`config.mk`:
```
export PLATFORM = sky130hd
export DESIGN_NAME = acb_keysched
export DESIGN_NICKNAME = d
export VERILOG_FILES = /design/src/rtl/acb_pkg.sv /design/src/rtl/acb_keysched.sv
export SDC_FILE = /design/constraint.sdc
export NUM_CORES = 2
export LEC_CHECK = 0
export BUFFER_PORTS_ARGS = -buffer_cell sky130_fd_sc_hd__buf_2
export CAP_MARGIN = 20
export CORE_AREA = 2 2 578 580
export CTS_CLUSTER_SIZE = 20
export DETAILED_ROUTE_END_ITERATION = 12
export DIE_AREA = 0 0 580 582
export HOLD_SLACK_MARGIN = 0.1
export PLACE_DENSITY = 0.39
export SYNTH_ARGS = -nofsm -noshare
export SYNTH_HDL_FRONTEND = slang
export SYNTH_SLANG_ARGS = --single-unit
```
`constraint.sdc`:
```
create_clock -name clk -period 4.8 [get_ports clk]
set_clock_uncertainty 0.05 [all_clocks]
set_input_delay 0.48 -clock clk [delete_from_list [all_inputs] [get_ports clk]]
set_output_delay 0.48 -clock clk [all_outputs]
set_load 0.03 [all_outputs]
```
`src/rtl/acb_pkg.sv`:
```
// ----------------------------------------------------------------------------
// acb_pkg
// Shared types, constants and GF(2^8) tables for the block cipher pipeline.
// The field is reduced by 0x169.
// ----------------------------------------------------------------------------
package acb_pkg;

    localparam int ROUNDS   = 10;
    localparam int STAGES   = ROUNDS + 1;
    localparam int BLK_W    = 128;
    localparam int HALF_W   = 64;
    localparam int BYTES    = BLK_W / 8;
    localparam int STEP_W   = $clog2(ROUNDS + 1);

    localparam logic [8:0] GF_POLY   = 9'h169;
    localparam logic [7:0] FWD_CONST = 8'h15;
    localparam logic [7:0] INV_CONST = 8'hC7;

    localparam logic CFG_KEY_HIGH = 1'b0;
    localparam logic CFG_KEY_LOW  = 1'b1;

    localparam logic KIND_ENC = 1'b0;
    localparam logic KIND_DEC = 1'b1;

    typedef struct packed {
        logic              kind;
        logic [HALF_W-1:0] block_high;
        logic [HALF_W-1:0] block_low;
    } blk_in_t;

    typedef struct packed {
        logic [HALF_W-1:0] out_high;
        logic [HALF_W-1:0] out_low;
    } blk_out_t;

    typedef logic [ROUNDS:0][BLK_W-1:0] rk_set_t;

    typedef struct packed {
        logic busy;
    } ks_status_t;

    typedef logic [7:0] byte_table_t [256];

    function automatic logic [7:0] gf_dbl(input logic [7:0] a);
        logic [8:0] t;
        t = {a, 1'b0};
        if (t[8])
        begin
            t = t ^ GF_POLY;
        end
        return t[7:0];
    endfunction

    function automatic logic [7:0] gf_mul(input logic [7:0] a, input logic [7:0] b);
        logic [7:0] acc;
        logic [7:0] x;
        acc = 8'h00;
        x   = a;
        for (int k = 0; k < 8; k++)
        begin
            if (b[k])
            begin
                acc = acc ^ x;
            end
            x = gf_dbl(x);
        end
        return acc;
    endfunction

    function automatic logic [7:0] gf_inv(input logic [7:0] a);
        logic [7:0] r;
        logic [7:0] base;
        logic [7:0] e;
        r    = 8'h01;
        base = a;
        e    = 8'd254;
        for (int k = 0; k < 8; k++)
        begin
            if (e[k])
            begin
                r = gf_mul(r, base);
            end
            base = gf_mul(base, base);
        end
        return r;
    endfunction

    function automatic logic [7:0] rotl8(input logic [7:0] x, input int r);
        logic [15:0] d;
        d = {x, x} << r;
        return d[15:8];
    endfunction

    function automatic byte_table_t build_fwd();
        byte_table_t t;
        logic [7:0]  m;
        for (int i = 0; i < 256; i++)
        begin
            m = gf_inv(8'(i));
            t[i] = m ^ rotl8(m, 1) ^ rotl8(m, 2) ^ rotl8(m, 3) ^ rotl8(m, 4) ^ FWD_CONST;
        end
        return t;
    endfunction

    function automatic byte_table_t build_inv();
        byte_table_t t;
        logic [7:0]  x;
        logic [7:0]  m;
        for (int i = 0; i < 256; i++)
        begin
            x = 8'(i);
            m = rotl8(x, 1) ^ rotl8(x, 3) ^ rotl8(x, 6) ^ INV_CONST;
            t[i] = gf_inv(m);
        end
        return t;
    endfunction

    localparam byte_table_t SBOX_FWD = build_fwd();
    localparam byte_table_t SBOX_INV = build_inv();

endpackage

```
`src/rtl/acb_keysched.sv`:
```
// ----------------------------------------------------------------------------
// acb_keysched
// Key registers and round key expansion, one round key per cycle.
// ----------------------------------------------------------------------------
module acb_keysched (
    input  logic                      clk,
    input  logic                      rst_n,
    input  logic                      cfg_valid,
    input  logic                      cfg_index,
    input  logic [63:0]               cfg_data,
    output logic                      cfg_ready,
    output acb_pkg::rk_set_t          rkeys,
    output acb_pkg::ks_status_t       status
);
    import acb_pkg::*;

    logic [HALF_W-1:0] key_high_reg;
    logic [HALF_W-1:0] key_low_reg;
    logic [HALF_W-1:0] key_high_next;
    logic [HALF_W-1:0] key_low_next;
    logic [BLK_W-1:0]  cur_reg;
    logic [BLK_W-1:0]  cur_next;
    logic [7:0]        rc_reg;
    logic [STEP_W-1:0] step_reg;
    logic              busy_reg;
    logic              cfg_fire;
    logic [BLK_W-1:0]  rk_reg [1:ROUNDS];

    function automatic logic [BLK_W-1:0] expand_next(input logic [BLK_W-1:0] p,
                                                     input logic [7:0] rc);
        logic [31:0] w0, w1, w2, w3, t, n0, n1, n2, n3;
        w0 = p[127:96];
        w1 = p[95:64];
        w2 = p[63:32];
        w3 = p[31:0];
        t  = {SBOX_FWD[w3[23:16]], SBOX_FWD[w3[15:8]], SBOX_FWD[w3[7:0]], SBOX_FWD[w3[31:24]]};
        t  = t ^ {rc, 24'h000000};
        n0 = w0 ^ t;
        n1 = w1 ^ n0;
        n2 = w2 ^ n1;
        n3 = w3 ^ n2;
        return {n0, n1, n2, n3};
    endfunction

    assign cfg_ready     = 1'b1;
    assign cfg_fire      = cfg_valid & cfg_ready;
    assign key_high_next = (cfg_index == CFG_KEY_HIGH) ? cfg_data : key_high_reg;
    assign key_low_next  = (cfg_index == CFG_KEY_LOW) ? cfg_data : key_low_reg;
    assign cur_next      = expand_next(cur_reg, rc_reg);

    always_ff @(posedge clk or negedge rst_n)
    begin
        if (!rst_n)
        begin
            key_high_reg <= '0;
            key_low_reg  <= '0;
            cur_reg      <= '0;
            rc_reg       <= 8'h01;
            step_reg     <= STEP_W'(1);
            busy_reg     <= 1'b1;
        end
        else if (cfg_fire)
        begin
            key_high_reg <= key_high_next;
            key_low_reg  <= key_low_next;
            cur_reg      <= {key_high_next, key_low_next};
            rc_reg       <= 8'h01;
            step_reg     <= STEP_W'(1);
            busy_reg     <= 1'b1;
        end
        else if (busy_reg)
        begin
            cur_reg  <= cur_next;
            rc_reg   <= gf_dbl(rc_reg);
            step_reg <= step_reg + STEP_W'(1);
            if (step_reg == STEP_W'(ROUNDS))
            begin
                busy_reg <= 1'b0;
            end
        end
    end

    always_ff @(posedge clk)
    begin
        if (busy_reg && !cfg_fire)
        begin
            rk_reg[step_reg] <= cur_next;
        end
    end

    always_comb
    begin
        rkeys[0] = {key_high_reg, key_low_reg};
        for (int i = 1; i <= ROUNDS; i++)
        begin
            rkeys[i] = rk_reg[i];
        end
    end

    assign status.busy = busy_reg;

endmodule

```
==> results by group <==
Outcome
  • Status: finished clean

Place
  • Port Buf Inserts: roughly 1,500
  • DP Cell Count: roughly 11,000
  • Placer Congestion: about 0.95
  • HPWL Detailed: between 200 and 300 mm

Critical path
  • FF-to-FF Start: cur_reg[17]
  • Reg-to-reg endpoint: rk_reg[5][89]
  • CP required: ~5.4 ns
  • CP endpoint kind: flip-flop
  • CP arrival: 5.14 ns
  • Worst r2r path cells: 12
  • CP Class: flip-flop to flip-flop
  • R2R setup slack: roughly 0.26 ns
  • Crit start category: flip-flop
  • Crit Path Max Fanout: 12

Route
  • Post-DRT Antenna Nets: 0
  • DRC violations left: 0
  • Initial DRC count: between 5,000 and 6,000
  • Iteration count of the initial detailed-routing pass: 5
  • Total Wirelength: between 300 and 400 mm
  • Routed len/inst: ~34 um
  • DR vias: 55,108
  • Via/cell ratio: slightly below 5

Logic synthesis
  • Netlist cell types: between 100 and 150
  • FFs w/ async S/R, synth: roughly 17%
  • Syn Area/Cell: 13.9 um^2
  • Register area share after synthesis: roughly two thirds
  • Dominant synthesized flop cell: edfxtp_1
  • Yosys Warn Count: 0
  • Syn Nets: 5,072
  • Syn Inst Count: slightly below 5,000
  • Number of enable flip-flop cells after synthesis: approximately 1,300
  • #FFs+latches synth: 1,549
  • Cell Area, Synth: between 60,000 and 70,000 um^2

STA
  • TNS Setup: 0 ns
  • Final Cycle Share: between 90% and 100%
  • Final min period: between 4 and 5 ns
  • Worst-margin pin slew: 1.16 ns
  • Final hold viol count: 0
  • FMAX: about 220 MHz
  • Max Slew Vio Count: 0
  • Final Setup Violations: 0
  • Max-slew headroom: between 20 and 25%
  • RSZ-0062 raised after global routing: no

Global routing
  • Largest net degree at the start of global routing: 124
  • Initial antenna violation count: between 50 and 60
  • All-Layer GR Usage: ~22%
  • First-pass GRT wire length: between 500 and 600 mm
  • Number of global-route vias before repair: 52,634
  • Grt ovf: 0

CTS
  • Clk buf depth: 4
  • CTS H-tree depth: 4
  • Num CTS Buffers: approximately 180
  • Skew-Pair Late Insertion Delay: 0.87 ns
  • Clk root buf: clkbuf_16
  • CTS clk-pin slew, worst paths: 0.06 ns
  • Setup Fix Bufs, Post-CTS: 0
  • CTS tree: done
  • Clock Sinks: 1,549

Cells and area
  • Cell Count, Final, Fillers Out: 11,368
  • Post-layout util: between 20% and 30%
  • Layout area overhead: 33.6%
  • Share of cells above drive strength 1: a little under two fifths
  • Final net count: 6,932
  • Most frequent cells in the layout: buf_2, edfxtp_1, buf_4
  • Most common cell after layout, fill and taps aside: buf_2
  • Max reg flops: between 1,000 and 1,500

Die
  • Placeable Area: 332,000 um^2
  • Starting Density: 20.7%
  • Rows: approximately 210
  • Die span in x: 580 um
  • Die Footprint: approximately 340,000 um^2
  • Die Y: ~580 um
  • # IOs: 1,478

Worst hold path
  • Hold crit path type: input port to asynchronous set/reset pin

Flow run
  • Max-Cap Viols: 0
==> cells in the mapped netlist (all sizes together) (36+ instances only) <==
cell,count,area [um^2]
nand2,258,968
mux2i,104,1040
a311oi,49,429
o21ai,180,901
a211oi,133,1030
o31ai,36,270
buf,223,1230
o211ai,68,521
nor2b,138,866
mux4,38,856
or3,43,269
clkbuf,190,713
nand2b,95,602
o311ai,49,447
a31oi,62,394
xnor2,104,941
and2,46,288
mux2,154,1740
nor3,95,490
ha,52,651
a21oi,240,1200
inv,73,274
nand3,100,500
edfxtp,1280,38400
xor2,79,741
nor2,201,754
dfrtp,266,6660
==> repair_timing <==
| action | CTS | global route |
|---|---|---|
| gates resized for setup | 0 | 1 |
| hold endpoints to repair | 286 | 0 |
| setup endpoints to repair | 0 | 10 |
| hold buffers | 66 | 0 |
==> cells by family (layout without fill, tap and decap cells) <==
logic type      Yosys count  in the layout  synth area share (%)
flops                  1549           1549                  65.6
compound gates         1179           1179                  12.3
simple gates           1153           1153                  8.70
buf+inv                 494           2502                  3.26
mux                     296            296                  5.28
xor+xnor                228            228                  3.94
fa+ha+maj                52             52                 0.945
other cells               1             22               0.00545
==> metrics by stage <==
step                worst slack [ns]  hold WS, ns  area (um^2)
CTS                            0.165        0.170        91900
finish                         0.260        0.203        92000
floorplan                      0.522        0.134        68900
global route                  0.0724        0.237        91900
global placement               0.241        0.439        85200
detailed placement             0.223        0.448        85200
==> worst max-delay path by stage <==
stage,startpoint,to,slack [ns],depth (start not counted)
2_1_floorplan,cur_reg[9],rk_reg[10][16],0.52,14
3_3_place_gp,cur_reg[17],rk_reg[7][89],0.24,11
3_5_place_dp,cur_reg[0],rk_reg[4][10],0.22,9
4_1_cts,cur_reg[0],rk_reg[8][10],0.16,9
5_1_grt,cur_reg[19],rk_reg[9][24],0.07,11
6_report,cur_reg[17],rk_reg[5][89],0.26,12
==> critical path: stages, from the launching register on <==
cell and delay, ns:
dfrtp_1 0.40, inv_1 0.14, buf_4 0.23, ha_1 0.24, buf_4 0.26, nor3_1 0.08, o311ai_0 0.65, a31oi_1 0.21
o31ai_1 0.71, xnor2_2 0.20, buf_4 0.31, xor2_2 0.56, buf_4 0.31
==> area by class of cell <==
| class | count | area (um^2) |
|---|---|---|
| fillers | 34384 | 240000 |
| flip-flops and latches | 1549 | 45200 |
| multi-input cells | 2909 | 21800 |
| repair buffers | 2088 | 13100 |
| well taps | 4387 | 5490 |
| clock buffers | 229 | 4890 |
| clock inverters | 104 | 1120 |
| inverters | 81 | 312 |
| diodes | 21 | 52.6 |
==> routing by layer <==
| layer | part of all wire (%) | track usage, % |
|---|---|---|
| met5 | 0.0061 | 0 |
| met4 | 2.9 | 5.90 |
| met3 | 7.5 | 5.06 |
| met2 | 47 | 36.0 |
| met1 | 43 | 29.5 |
Power is left out: the tool's default activity adds up to more than one toggle a clock period on the data nets, which glitch-free logic cannot reach.
